[src/hw/rtl/sevseg_pkg.sv]
// shared types, constants and lookup functions for the seven-segment scan driver
package sevseg_pkg;

    localparam int IN_TDATA_W  = 16;
    localparam int OUT_TDATA_W = 8;
    localparam int VALUE_W     = 16;
    localparam int SHOWN_W     = 14;
    localparam int PROD_W      = 28;
    localparam int QPROD_W     = 27;
    localparam int QDIV_W      = 10;

    localparam logic [SHOWN_W-1:0] MAX_SHOWN    = 14'd9999;
    localparam logic [3:0]         ENABLES_OFF  = 4'hF;
    localparam logic [2:0]         LAST_BIT     = 3'd7;
    // q / 10 as (q * 6554) >> 16, exact for q up to 9999
    localparam logic [12:0]        TEN_RECIP    = 13'd6554;
    localparam int                 TEN_SHIFT    = 16;

    typedef enum logic [1:0] {
        POS_THOUSANDS = 2'd0,
        POS_HUNDREDS  = 2'd1,
        POS_TENS      = 2'd2,
        POS_ONES      = 2'd3
    } digit_pos_t;

    typedef struct packed {
        logic [7:0] segments;
        digit_pos_t pos;
    } seg_item_t;

    // segment pattern for one decimal digit, msb shifted first
    function automatic logic [7:0] seg_lookup(input logic [3:0] digit);
        logic [7:0] seg;
        case (digit)
            4'd0:    seg = 8'hEB;
            4'd1:    seg = 8'h88;
            4'd2:    seg = 8'hB3;
            4'd3:    seg = 8'hBA;
            4'd4:    seg = 8'hD8;
            4'd5:    seg = 8'h7A;
            4'd6:    seg = 8'h7B;
            4'd7:    seg = 8'hA8;
            4'd8:    seg = 8'hFB;
            4'd9:    seg = 8'hFA;
            default: seg = 8'h00;
        endcase
        return seg;
    endfunction

    // reciprocal multiplier for the place divisor of each position
    function automatic logic [SHOWN_W-1:0] place_recip(input digit_pos_t pos);
        logic [SHOWN_W-1:0] r;
        case (pos)
            POS_THOUSANDS: r = 14'd8389;   // 2^23 / 1000 rounded up
            POS_HUNDREDS:  r = 14'd10486;  // 2^20 / 100 rounded up
            POS_TENS:      r = 14'd13108;  // 2^17 / 10 rounded up
            POS_ONES:      r = 14'd1;
            default:       r = 14'd1;
        endcase
        return r;
    endfunction

    function automatic logic [4:0] place_shift(input digit_pos_t pos);
        logic [4:0] s;
        case (pos)
            POS_THOUSANDS: s = 5'd23;
            POS_HUNDREDS:  s = 5'd20;
            POS_TENS:      s = 5'd17;
            POS_ONES:      s = 5'd0;
            default:       s = 5'd0;
        endcase
        return s;
    endfunction

    // active-low enable with only the given digit turned on
    function automatic logic [3:0] digit_enables_n(input digit_pos_t pos);
        logic [3:0] en;
        case (pos)
            POS_THOUSANDS: en = 4'b0111;
            POS_HUNDREDS:  en = 4'b1011;
            POS_TENS:      en = 4'b1101;
            POS_ONES:      en = 4'b1110;
            default:       en = ENABLES_OFF;
        endcase
        return en;
    endfunction

endpackage

[src/hw/rtl/seven_segment_scan_shift_out.sv]
// top level: four-digit seven-segment scan driver with serial shift-out
//
// s_ channel: one transfer per scan tick, s_tdata holds the 16-bit value to
//   show; values above 9999 are shown as 9999
// m_ channel: eight transfers per tick, one per shift clock of the external
//   8-bit shift register, segment byte msb first
//   m_tdata[0]   serial data bit
//   m_tdata[4:1] active-low digit enables (bit 1 ones .. bit 4 thousands),
//                all off except on the eighth transfer
//   m_tlast      latch pulse, high on the eighth transfer of a tick
// the digit position starts at thousands and advances on every tick,
// wrapping after ones
// with the shifter idle, an accepted value passes the stage a and stage b
//   registers and is then loaded into the shifter, which raises m_tvalid
// the shifter sends one bit per cycle unless the receiver stalls; the
//   two-stage digit pipeline takes the next ticks while the shifter runs
// reset clears the pipeline and the shifter, position back to thousands
// a stalled receiver holds the current bit; the pipeline fills and then
//   s_tready drops
module seven_segment_scan_shift_out (
    input  logic                                aclk,
    input  logic                                aresetn,
    input  logic                                s_tvalid,
    output logic                                s_tready,
    input  logic [sevseg_pkg::IN_TDATA_W-1:0]   s_tdata,   // [15:0] display_value
    output logic                                m_tvalid,
    input  logic                                m_tready,
    output logic [sevseg_pkg::OUT_TDATA_W-1:0]  m_tdata,   // [0] serial_data,
                                                           // [4:1] digit_enables,
                                                           // [7:5] zero
    output logic                                m_tlast    // latch_pulse
);
    import sevseg_pkg::*;

    logic       item_valid;
    logic       item_ready;
    seg_item_t  item;

    logic       shift_valid_reg, shift_valid_next;
    logic [7:0] shift_data_reg, shift_data_next;
    logic [2:0] bit_cnt_reg, bit_cnt_next;
    digit_pos_t shift_pos_reg, shift_pos_next;

    logic       last_bit;
    logic       out_xfer;

    // saturation, place division and segment lookup
    sevseg_digit_pipe u_digit_pipe (
        .aclk       (aclk),
        .aresetn    (aresetn),
        .s_tvalid   (s_tvalid),
        .s_tready   (s_tready),
        .s_tdata    (s_tdata),
        .item_valid (item_valid),
        .item_ready (item_ready),
        .item       (item)
    );

    assign last_bit = (bit_cnt_reg == LAST_BIT);
    assign out_xfer = shift_valid_reg && m_tready;

    // shifter is free when empty or when the eighth bit leaves this cycle
    assign item_ready = !shift_valid_reg || (out_xfer && last_bit);

    assign m_tvalid = shift_valid_reg;
    assign m_tlast  = last_bit;
    assign m_tdata  = {3'b000,
                       last_bit ? digit_enables_n(shift_pos_reg) : ENABLES_OFF,
                       shift_data_reg[7]};

    always_comb begin
        shift_valid_next = shift_valid_reg;
        shift_data_next  = shift_data_reg;
        bit_cnt_next     = bit_cnt_reg;
        shift_pos_next   = shift_pos_reg;
        if (item_ready) begin
            // load the next byte, or go empty
            shift_valid_next = item_valid;
            shift_data_next  = item.segments;
            bit_cnt_next     = 3'd0;
            shift_pos_next   = item.pos;
        end else if (out_xfer) begin
            shift_data_next  = {shift_data_reg[6:0], 1'b0};
            bit_cnt_next     = bit_cnt_reg + 3'd1;
        end
    end

    always_ff @(posedge aclk) begin
        if (!aresetn) begin
            shift_valid_reg <= 1'b0;
            bit_cnt_reg     <= 3'd0;
        end else begin
            shift_valid_reg <= shift_valid_next;
            bit_cnt_reg     <= bit_cnt_next;
        end
    end

    always_ff @(posedge aclk) begin
        shift_data_reg <= shift_data_next;
        shift_pos_reg  <= shift_pos_next;
    end

endmodule

[src/hw/rtl/sevseg_digit_pipe.sv]
// input register, position counter and digit extraction pipeline
module sevseg_digit_pipe (
    input  logic                                aclk,
    input  logic                                aresetn,
    input  logic                                s_tvalid,
    output logic                                s_tready,
    input  logic [sevseg_pkg::IN_TDATA_W-1:0]   s_tdata,
    output logic                                item_valid,
    input  logic                                item_ready,
    output sevseg_pkg::seg_item_t               item
);
    import sevseg_pkg::*;

    logic                a_valid_reg, a_valid_next;
    logic [VALUE_W-1:0]  a_value_reg, a_value_next;
    digit_pos_t          a_pos_reg, a_pos_next;
    digit_pos_t          pos_reg, pos_next;
    logic                b_valid_reg, b_valid_next;
    logic [SHOWN_W-1:0]  b_quot_reg, b_quot_next;
    digit_pos_t          b_pos_reg, b_pos_next;

    logic                a_free, b_free, accept;
    logic [SHOWN_W-1:0]  shown;
    logic [PROD_W-1:0]   place_prod;
    logic [PROD_W-1:0]   place_quot;
    logic [QPROD_W-1:0]  ten_prod;
    logic [QDIV_W-1:0]   tens_part;
    logic [SHOWN_W-1:0]  tens_scaled;
    logic [SHOWN_W-1:0]  digit_full;

    assign b_free   = !b_valid_reg || item_ready;
    assign a_free   = !a_valid_reg || b_free;
    assign s_tready = a_free;
    assign accept   = s_tvalid && a_free;

    // stage a to b: saturate, then divide by the place value
    assign shown      = (a_value_reg > VALUE_W'(MAX_SHOWN)) ? MAX_SHOWN
                                                            : a_value_reg[SHOWN_W-1:0];
    assign place_prod = PROD_W'(shown) * PROD_W'(place_recip(a_pos_reg));
    assign place_quot = place_prod >> place_shift(a_pos_reg);

    // stage b to output: quotient mod 10, then segment lookup
    assign ten_prod    = QPROD_W'(b_quot_reg) * QPROD_W'(TEN_RECIP);
    assign tens_part   = ten_prod[TEN_SHIFT +: QDIV_W];
    assign tens_scaled = SHOWN_W'({tens_part, 3'b000}) + SHOWN_W'({tens_part, 1'b0});
    assign digit_full  = b_quot_reg - tens_scaled;

    assign item_valid    = b_valid_reg;
    assign item.segments = seg_lookup(digit_full[3:0]);
    assign item.pos      = b_pos_reg;

    always_comb begin
        a_valid_next = a_valid_reg;
        a_value_next = a_value_reg;
        a_pos_next   = a_pos_reg;
        pos_next     = pos_reg;
        b_valid_next = b_valid_reg;
        b_quot_next  = b_quot_reg;
        b_pos_next   = b_pos_reg;
        if (a_free) begin
            a_valid_next = s_tvalid;
        end
        if (accept) begin
            a_value_next = s_tdata[VALUE_W-1:0];
            a_pos_next   = pos_reg;
            pos_next     = digit_pos_t'(pos_reg + 2'd1);
        end
        if (b_free) begin
            b_valid_next = a_valid_reg;
            b_quot_next  = place_quot[SHOWN_W-1:0];
            b_pos_next   = a_pos_reg;
        end
    end

    always_ff @(posedge aclk) begin
        if (!aresetn) begin
            a_valid_reg <= 1'b0;
            b_valid_reg <= 1'b0;
            pos_reg     <= POS_THOUSANDS;
        end else begin
            a_valid_reg <= a_valid_next;
            b_valid_reg <= b_valid_next;
            pos_reg     <= pos_next;
        end
    end

    always_ff @(posedge aclk) begin
        a_value_reg <= a_value_next;
        a_pos_reg   <= a_pos_next;
        b_quot_reg  <= b_quot_next;
        b_pos_reg   <= b_pos_next;
    end

endmodule

[config.mk]
export PLATFORM = sky130hd
export DESIGN_NAME = seven_segment_scan_shift_out
export DESIGN_NICKNAME = d
export VERILOG_FILES = /design/src/hw/rtl/sevseg_pkg.sv /design/src/hw/rtl/seven_segment_scan_shift_out.sv /design/src/hw/rtl/sevseg_digit_pipe.sv
export SDC_FILE = /design/constraint.sdc
export NUM_CORES = 1
export LEC_CHECK = 0
export ABC_AREA = 1
export ABC_CLOCK_PERIOD_IN_PS = 19950
export BUFFER_PORTS_ARGS = -buffer_cell sky130_fd_sc_hd__buf_2
export CAP_MARGIN = 20
export CORE_ASPECT_RATIO = 1.1
export CORE_MARGIN = 2
export CORE_UTILIZATION = 24
export CTS_CLUSTER_SIZE = 25
export DETAILED_ROUTE_END_ITERATION = 10
export GPL_TIMING_DRIVEN = 1
export SLEW_MARGIN = 5
export SYNTH_ARGS = -nofsm -noshare
export SYNTH_HDL_FRONTEND = slang
export SYNTH_SLANG_ARGS = --single-unit
[constraint.sdc]
create_clock -name aclk -period 19.95 [get_ports aclk]
set_clock_uncertainty 0.1 [all_clocks]
set_input_delay 2.9925 -clock aclk [delete_from_list [all_inputs] [get_ports aclk]]
set_output_delay 2.9925 -clock aclk [all_outputs]
set_load 0.03 [all_outputs]
==> impl_results.md, run 1 <==
* Antenna violation net count after detailed routing at 0
* Synth top area share at 25.95%
* Hold endpoint: shift_pos_reg[1]$_DFFE_PN_
* Least-Margin Pin Slew at 816.6 ps
* Final hold vios at 0
* Share of synthesized registers carrying an async set or reset at 0%
* TritonRoute pass-1 iters at 6
* Slew Limit Fails at 0
* Clock Tree Buf Depth at 2
* Initial antenna violation count at 0
* Clk_lat worst skew at 310 ps
* Crit Path Category: reg -> reg
* Setup TNS at 0 ps
* Crit path max fanout at 18
* Post-Synth XOR/XNOR Area at under 10%
* Vias in the first global route at 9333
* Worst slew margin at a little under half
* FF-to-FF setup slack at 12370 ps
* Post-cts resize count at 0
* Final setup fails at 0
* Most frequent cells after synthesis: inv_1 (367), nand2_1 (322), ha_1 (187), fa_1 (150), nand3_1 (90)
* Vert. Die Dim at 234.3 um
* Required time worst endpoint at 19890 ps
* Area leader, netlist: fa_1
* Vias/cell at 4.322
* IO Pins at 31
* Worst Hold Class: reg -> reg
* Top cells by area, synth: fa_1 (26%), ha_1 (20%), inv_1 (12%)
* Area delta synth->final at 8.477%
* Starting Density at 24.25%
* Post-CTS setup buffer count at 0
* IO Port Bufs at 27
* Max cap viols at 0
* Flops & latches, synth at 52
* CTS Buf Count at 5
* CTS clk-pin slew, worst paths at around 70 ps
* First-pass GRT wire length at roughly 48000 um
* Simple-gate share of the synthesized area at 21.52%
* # DRC at 0
* Register area share after synthesis at 12.80%
* Post-synth top flop: edfxtp_1
* Initial DRC count at 587
* Post-Syn Area per Cell at 7.824 um^2
* Die width at 213.4 um
* Hold Buf Count CTS at 0
* Synth unique cells at 42
* Via count at 9219
* Clock sinks at 52
* FMAX at 0.1319 GHz
* Type of element capturing the critical path: register
* Startpoint Class: register
* Die area at roughly 50000 um^2
* Global-route usage over all layers at 12.00%
* Synthesis Warnings at 0
* Largest family of logic cells by synthesized area: adder cells
* Critical path arrival at 7520 ps
* WHS Path Cells at 0
* Fin crit share at 38.00%
* Hold path start: u_digit_pipe.b_pos_reg[1]$_DFFE_PP_
* Hold Slack at between 300 and 400 ps
* N_diodes at 0
* Root buffer cell: clkbuf_16
* Final WL at 29250 um
* Final Wtd Congestion at 0.9158
* Number of flip-flops in the largest register at 16
* Top-count cell post-synth: inv_1
* Post-synthesis compound-gate area fraction at 4.628%
* Status: completed
* Global route overflow at 0
* Largest net degree at the start of global routing at 24
* H-tree depth at 2
* Share of cells above drive strength 1 at 4.839%
* FF-to-FF Start: u_digit_pipe.a_pos_reg[0]$_DFFE_PP_
* Post-Syn Instances at 1479
* R2R depth at 21
* Num rows at 84
* Core ar. at 47720 um^2
* Final Critical Period at 7581 ps
* DP HPWL at 25490 um
* RSZ-0062 raised after global routing: no
* RR Endpoint: u_digit_pipe.b_quot_reg[7]$_DFFE_PP_
* Mux contribution to synthesized area at 0%
* Post-Syn Area at 11570 um^2
* Post-synth EDFFs at 44
* Final #Nets at approximately 1800
* CTS tree: yes
* Wire length per cell at 13.71 um
* Adder-cell share of the synthesized area at between 40% and 50%
-- how the worst max path moves through the flow --
stage,startpoint,endpoint,slack [ps],depth (start not counted)
after floorplan,m_tready,s_tready,13350,4
after global placement,u_digit_pipe.a_pos_reg[0]$_DFFE_PP_,u_digit_pipe.b_quot_reg[7]$_DFFE_PP_,12470,22
after detailed placement,u_digit_pipe.a_pos_reg[0]$_DFFE_PP_,u_digit_pipe.b_quot_reg[12]$_SDFFCE_PN0P_,12510,23
after CTS,u_digit_pipe.a_pos_reg[0]$_DFFE_PP_,u_digit_pipe.b_quot_reg[7]$_DFFE_PP_,12470,21
after global routing,u_digit_pipe.a_pos_reg[1]$_DFFE_PP_,u_digit_pipe.b_quot_reg[0]$_DFFE_PP_,12090,29
final,u_digit_pipe.a_pos_reg[0]$_DFFE_PP_,u_digit_pipe.b_quot_reg[7]$_DFFE_PP_,12370,21
-- critical path, stage by stage (launching register included) --
cell and delay (ps):
edfxtp_1 440, ha_1 510, nor2_2 240, clkinv_1 670
nand2_1 380, inv_1 110, fa_1 520, inv_1 60
fa_1 370, inv_1 90, fa_1 410, fa_1 480
fa_1 540, fa_1 530, ha_1 390, a21oi_1 230
o21ai_1 160, a21oi_1 230, xor2_1 320, o21ai_0 130
o21bai_1 260, nand3_1 120
-- logic make-up (layout without fill, tap and decap cells) --
group	Yosys count	in the layout
and+or+nand+nor	567	567
buffers and inverters	405	412
adders and majority gates	337	337
AOI/OAI and AO/OA	99	99
DFF	52	52
xor gates and xnor gates	18	18
other	1	3
-- area by class of cell --
class,count,area (um^2)
clock buffer,6,150.1
inverter,374,1404
sequential,52,1481
multi-input combinational,1024,8537
clock inverter,2,16.27
tap,645,807.0
timing repair buffer,30,157.7
fill,5260,35160
-- through the flow --
| stage | setup slack (ps) | std cells | utilization (%) | instance area [um^2] |
|---|---|---|---|---|
| after floorplan | 13350 | 1481 | - | 11580 |
| after global placement | 12470 | 2125 | 25.96 | 12390 |
| after detailed placement | 12510 | 2125 | 25.96 | 12390 |
| after CTS | 12470 | 2133 | 26.31 | 12550 |
| after global routing | 12090 | 2133 | 26.31 | 12550 |
| final | 12370 | 2133 | 26.31 | 12550 |
-- metal layers --
metal	vias to the layer above	share of wire, %	global-route usage [%]
met5	-	0	0
li1	4572	-	-
met1	4373	44	15.58
met4	0	3.0	3.320
met2	222	49	21.02
met3	52	3.6	1.299
-- cell usage in the layout (no fill, tap or decap), types with 8 or more instances in the layout --
cell type / instances
buf_2: 27
xor2_1: 12
inv_1: 367
a21oi_1: 49
dfxtp_1: 8
fa_1: 150
nand2_1: 322
o21ai_0: 27
edfxtp_1: 44
nand3_1: 90
nor2_1: 85
nand4_1: 23
or2_2: 8
ha_1: 187
Power of run 1 is not shown: default switching activity piles up to over one toggle a cycle in this logic, so the estimate is an artifact.
==> run 2: changes to the inputs <==
--- a/config.mk
+++ b/config.mk
@@ -6,7 +6,7 @@
 export NUM_CORES = 1
 export LEC_CHECK = 0
 export ABC_AREA = 1
-export ABC_CLOCK_PERIOD_IN_PS = 19950
+export ABC_CLOCK_PERIOD_IN_PS = 7400
 export BUFFER_PORTS_ARGS = -buffer_cell sky130_fd_sc_hd__buf_2
 export CAP_MARGIN = 20
 export CORE_ASPECT_RATIO = 1.1
==> constraint.sdc (replaced) <==
create_clock -name aclk -period 7.4 [get_ports aclk]
set_clock_uncertainty 0.1 [all_clocks]
set_input_delay 1.11 -clock aclk [delete_from_list [all_inputs] [get_ports aclk]]
set_output_delay 1.11 -clock aclk [all_outputs]
set_load 0.03 [all_outputs]
==> run 2 against run 1 <==
Hold slack improved by 5.3 ps. Register-to-register slack worse by 12000 ps. Die area is the same. Critical path type unchanged.
==> impl_results.md, run 2 (synthesis results as in run 1) <==
* Status: completed
* TritonRoute pass-1 iters at 5
* Setup TNS at 0 ps
* IO Port Bufs at 27
* RSZ-0062 raised after global routing: no
* Worst path max stage delay at 540 ps
* Wire length per cell at 13.36 um
* Slowest CP cell: fa_1
* Global route overflow at 0
* FF-to-FF setup slack at between 500 and 600 ps
* Post-CTS setup buffer count at 0
* FF-to-FF Start: u_digit_pipe.a_pos_reg[0]$_DFFE_PP_
* CTS clk-pin slew, worst paths at 80 ps
* IO Pins at 31
* CP endpoint: u_digit_pipe.b_quot_reg[0]$_DFFE_PP_
* Clock Tree Buf Depth at 2
* Startpoint Class: register
* Num rows at 84
* Final #Nets at between 1500 and 2000
* Worst Path Buf+Inv at 7
* Fin crit share at roughly 93%
* Final WL at 28640 um
* CTS tree: yes
* Crit path max fanout at 11
* Critical path arrival at about 6900 ps
* Area delta synth->final at 9.071%
* RR Endpoint: u_digit_pipe.b_quot_reg[0]$_DFFE_PP_
* Commonest non-fill, non-tap cell in the layout: inv_1
* Least-Margin Pin Slew at 796.2 ps
* Root buffer cell: clkbuf_16
* First-pass GRT wire length at 46580 um
* Share of cells above drive strength 1 at 5.737%
* H-tree depth at 2
* Final Wtd Congestion at 0.9277
* CP Depth at 28
* Final setup fails at 0
* Via count at 9252
* Slew Limit Fails at 0
* Final Critical Period at approximately 7000 ps
* # DRC at 0
* N_diodes at 0
* Die width at 213.4 um
* Global-route usage over all layers at a little under an eighth
* Worst path top cell family by delay: adder cells
* Most frequent cells in the layout: inv_1 (367), nand2_1 (322), ha_1 (187)
* Die area at 49990 um^2
* Most used cell, CP: nand2_1
* Worst slew margin at approximately 47%
* Required time worst endpoint at 7360 ps
* Beginning of the critical path: u_digit_pipe.a_pos_reg[0]$_DFFE_PP_
* Clk_lat worst skew at 310 ps
* Clock sinks at 52
* Number of flip-flops in the largest register at 16
* Vias in the first global route at 9400
* Type of element capturing the critical path: register
* FMAX at 0.1451 GHz
* Antenna violation net count after detailed routing at 0
* Starting Density at 24.25%
* Crit Path Category: reg -> reg
* Vert. Die Dim at 234.3 um
* Initial antenna violation count at 0
* Hold Buf Count CTS at 0
* Final hold vios at 0
* R2R depth at 28
* DP HPWL at 25270 um
* Worst Hold Class: reg -> reg
* Initial DRC count at 395
* CTS Buf Count at 5
* Largest net degree at the start of global routing at 22
* Core ar. at 47720 um^2
* Max cap viols at 0
* Vias/cell at 4.315
-- run 2: repair_timing --
action | CTS | global route
endpoints found under the hold margin | 0 | 0
endpoints found under the setup margin | 0 | 4
gates resized for setup | 0 | 3
-- run 2: worst min path at each step --
| stage | start | endpoint | cells past startpoint |
|---|---|---|---|
| after detailed placement | u_digit_pipe.b_pos_reg[1]$_DFFE_PP_ | shift_pos_reg[1]$_DFFE_PN_ | 0 |
| after floorplan | u_digit_pipe.b_pos_reg[0]$_DFFE_PP_ | shift_pos_reg[0]$_DFFE_PN_ | 0 |
| after global placement | u_digit_pipe.b_pos_reg[0]$_DFFE_PP_ | shift_pos_reg[0]$_DFFE_PN_ | 0 |
| after CTS | u_digit_pipe.b_pos_reg[1]$_DFFE_PP_ | shift_pos_reg[1]$_DFFE_PN_ | 0 |
| after global routing | u_digit_pipe.b_pos_reg[1]$_DFFE_PP_ | shift_pos_reg[1]$_DFFE_PN_ | 0 |
| final | u_digit_pipe.b_pos_reg[0]$_DFFE_PP_ | shift_pos_reg[0]$_DFFE_PN_ | 0 |
-- run 2: routing by layer --
| layer | vias up | track usage (%) | share of wire [%] | wire (um) |
|---|---|---|---|---|
| li1 | 4584 | - | - | - |
| met4 | 0 | 2.279 | 1.5 | 438 |
| met1 | 4425 | 15.43 | 45 | 12940 |
| met2 | 210 | 20.32 | 48 | 13850 |
| met5 | - | 0 | 0 | 0 |
| met3 | 33 | 1.580 | 4.9 | 1410 |
-- run 2: layout make-up --
type	count	area [um^2]
clock buffer	5	125.1
clock inverter	3	20.02
fill	5190	35090
inverter	374	1404
multi-input combinational	1024	8544
sequential	52	1481
tap	645	807.0
timing repair buffer	41	240.2
-- run 2: stage by stage --
step	hold WS, ps	instances	cell area, um^2	setup slack [ps]	utilization, %
after detailed placement	315.8	2136	12470	440.5	26.13
final	333.2	2144	12620	506.6	26.45
after global routing	341.2	2144	12620	32.64	26.45
after global placement	312.4	2136	12470	485.1	26.13
after floorplan	300.3	1481	11580	985.1	-
after CTS	336.0	2144	12610	412.8	26.44
Power of run 2 is left out for the same reason.
==> run 3: changes to the inputs <==
--- a/config.mk
+++ b/config.mk
@@ -5,7 +5,6 @@
 export SDC_FILE = /design/constraint.sdc
 export NUM_CORES = 1
 export LEC_CHECK = 0
-export ABC_AREA = 1
 export ABC_CLOCK_PERIOD_IN_PS = 7400
 export BUFFER_PORTS_ARGS = -buffer_cell sky130_fd_sc_hd__buf_2
 export CAP_MARGIN = 20
==> run 3 against run 2 <==
First-iteration DRC count grew 22%. Utilization grew 1.3 points. Non-clock buffer count grew 56. Register-to-register slack lost 230 ps. Final cell count shrank 13%. Maximum frequency shrank 3.2%. Count of clock-buffer cells in the layout is the same. Via count shrank 7.3%. Sequential share of layout area shrank 0.28 points. Synthesized area shrank 2.3%. Critical path type unchanged. Highest routed layer unchanged.
==> impl_results.md, run 3 <==
* Final WL at 28420 um
* Most used cell, CP: fa_1
* Final Critical Period at 7122 ps
* Required time worst endpoint at 7350 ps
* Post-synth EDFFs at 44
* Number of flip-flops in the largest register at 16
* Area leader, netlist: fa_1
* Share of cells above drive strength 1 at 14.11%
* Post-synth top flop: edfxtp_1
* Worst slew margin at 35.43%
* Most frequent cells after synthesis: inv_1 (250), ha_1 (187), fa_1 (150), nor2_1 (80), nand2_1 (59)
* Hold Slack at 313.0 ps
* Slew Limit Fails at 0
* Critical path, cell by cell: nor4_2, o21ai_2, a211o_1, nor2_1, buf_4, nor2_1, fa_1, inv_1, fa_1, inv_1, fa_1, fa_1, fa_1, ha_1, ha_2, buf_4, nand4_1, nor4_2, a22oi_2, nand2_2, a21oi_2, xnor2_2, a221o_1, or3_1
* Core ar. at 46630 um^2
* IO Port Bufs at 27
* Num rows at 83
* Final Wtd Congestion at 0.8916
* DP HPWL at 24490 um
* Antenna violation net count after detailed routing at 0
* Synth top area share at 26.56%
* TritonRoute pass-1 iters at 5
* Filler cells at 4905
* Vias/cell at 4.599
* H-tree depth at 2
* Post-Syn Area at 11310 um^2
* Worst path max stage delay at 550 ps
* Placement Cell Area at 12490 um^2
* IO Pins at 31
* Starting Density at approximately a quarter
* Global route overflow at 0
* Vert. Die Dim at around 230 um
* Commonest non-fill, non-tap cell in the layout: inv_1
* Type of element capturing the critical path: register
* FF-to-FF setup slack at 280 ps
* Critical path arrival at just over 7000 ps
* Initial DRC count at 483
* Area delta synth->final at 14.40%
* First-pass GRT wire length at 46550 um
* Hold Buf Count CTS at 0
* Worst path top cell family by delay: adder cells
* N_diodes at 0
* Flops & latches, synth at 52
* Initial antenna violation count at 0
* Post-route cell area at 12930 um^2
* Clock sinks at 52
* Status: completed
* FMAX at 0.1404 GHz
* Global-route usage over all layers at 11.92%
* Final #Nets at roughly 1600
* Final cell count without fillers at approximately 1900
* CTS clk-pin slew, worst paths at 80 ps
* Setup TNS at 0 ps
* Clk_lat worst skew at 320 ps
* CTS Buf Count at 5
* Synthesis Warnings at 0
* Crit path max fanout at 6
* Vias in the first global route at 9051
* CTS tree: yes
* Wire length per cell at between 15 and 20 um
* Top cells by area, synth: fa_1 (27%), ha_1 (21%), edfxtp_1 (12%)
* Die area at 48870 um^2
* Worst Path Buf+Inv at 4
* Least-Margin Pin Slew at 964.9 ps
* Via count at ~8600
* Slowest CP cell: fa_1
* Share of synthesized registers carrying an async set or reset at 0%
* Most frequent cells in the layout: inv_1 (250), ha_1 (184), fa_1 (150)
* Die width at 211.0 um
* Largest net degree at the start of global routing at 24
* Post-Syn Area per Cell at 9.383 um^2
* Fin crit share at 96.24%
* Post-Syn Instances at 1205
* Final hold vios at 0
* Worst Hold Class: reg -> reg
* Startpoint Class: register
* Final setup fails at 0
* # DRC at 0
* Clock Tree Buf Depth at 2
* Max cap viols at 0
* Top-count cell post-synth: inv_1
* Register area share after synthesis at 13.10%
* Root buffer cell: clkbuf_16
* Placed instance count at between 1500 and 2000
* Synth unique cells at 78
* Crit Path Category: reg -> reg
## run 3: cell types whose count changed after synthesis, sizes merged, moves of 13 or more
cell    change
nand2     -272
inv       -119
nand3      -67
xnor2      +32
nor2b      +17
and3       +16
a21o       +15
clkbuf     +14
nand4      -13
## run 3: what timing repair did
| item | 4_1_cts | 5_1_grt |
|---|---|---|
| buffers inserted | 0 | 7 |
| gates resized for setup | 0 | 55 |
| endpoints found under the setup margin | 0 | 14 |
## run 3: per-layer routing
layer | GRT usage (%) | wire length [um] | share of wire, % | vias up
met5 | 0 | 0 | 0 | -
met4 | 2.355 | 499 | 1.8 | 0
met3 | 2.005 | 1278 | 4.5 | 38
met2 | 20.90 | 13930 | 49 | 208
met1 | 15.42 | 12710 | 45 | 4206
li1 | - | - | - | 4121
## run 3: final timing paths
kind | endpoint | startpoint | cells past startpoint
worst max-delay path | u_digit_pipe.b_quot_reg[0]$_DFFE_PP_ | u_digit_pipe.a_value_reg[4]$_DFFE_PP_ | 24
worst min-delay path | shift_pos_reg[1]$_DFFE_PN_ | u_digit_pipe.b_pos_reg[1]$_DFFE_PP_ | 0
worst max register to register | u_digit_pipe.b_quot_reg[0]$_DFFE_PP_ | u_digit_pipe.a_value_reg[4]$_DFFE_PP_ | 24
worst min register to register | shift_pos_reg[1]$_DFFE_PN_ | u_digit_pipe.b_pos_reg[1]$_DFFE_PP_ | 0
## run 3: metrics by stage
stage / util (%) / setup WS [ps]
3_3_place_gp: 26.78 / 144.5
6_report: 27.74 / 278.1
4_1_cts: 27.10 / 32.04
3_5_place_dp: 26.78 / 79.33
5_1_grt: 27.74 / -16.38
2_1_floorplan: - / 19.03
## run 3: cell type report
class                      instances  area [um^2]  area share, %
multi-input combinational        860         8944          69.14
sequential                        52         1481          11.45
inverter                         252        945.9          7.313
tap                              595        744.5          5.755
timing repair buffer              97        668.1          5.165
clock buffer                       5        125.1         0.9673
clock inverter                     3        26.28         0.2031
## run 3: cell families after synthesis
family / Yosys count / share of synthesized area (%)
buffers and inverters: 295 / 10.07
multiplexers: 26 / 3.453
other: 1 / 0.03317
XOR/XNOR: 47 / 3.762
flip-flops: 52 / 13.10
AO/OA/AOI/OAI: 177 / 10.59
AND/OR/NAND/NOR: 270 / 11.74
adder cells (fa/ha/maj): 337 / 47.25
Power of run 3 is left out for the same reason.
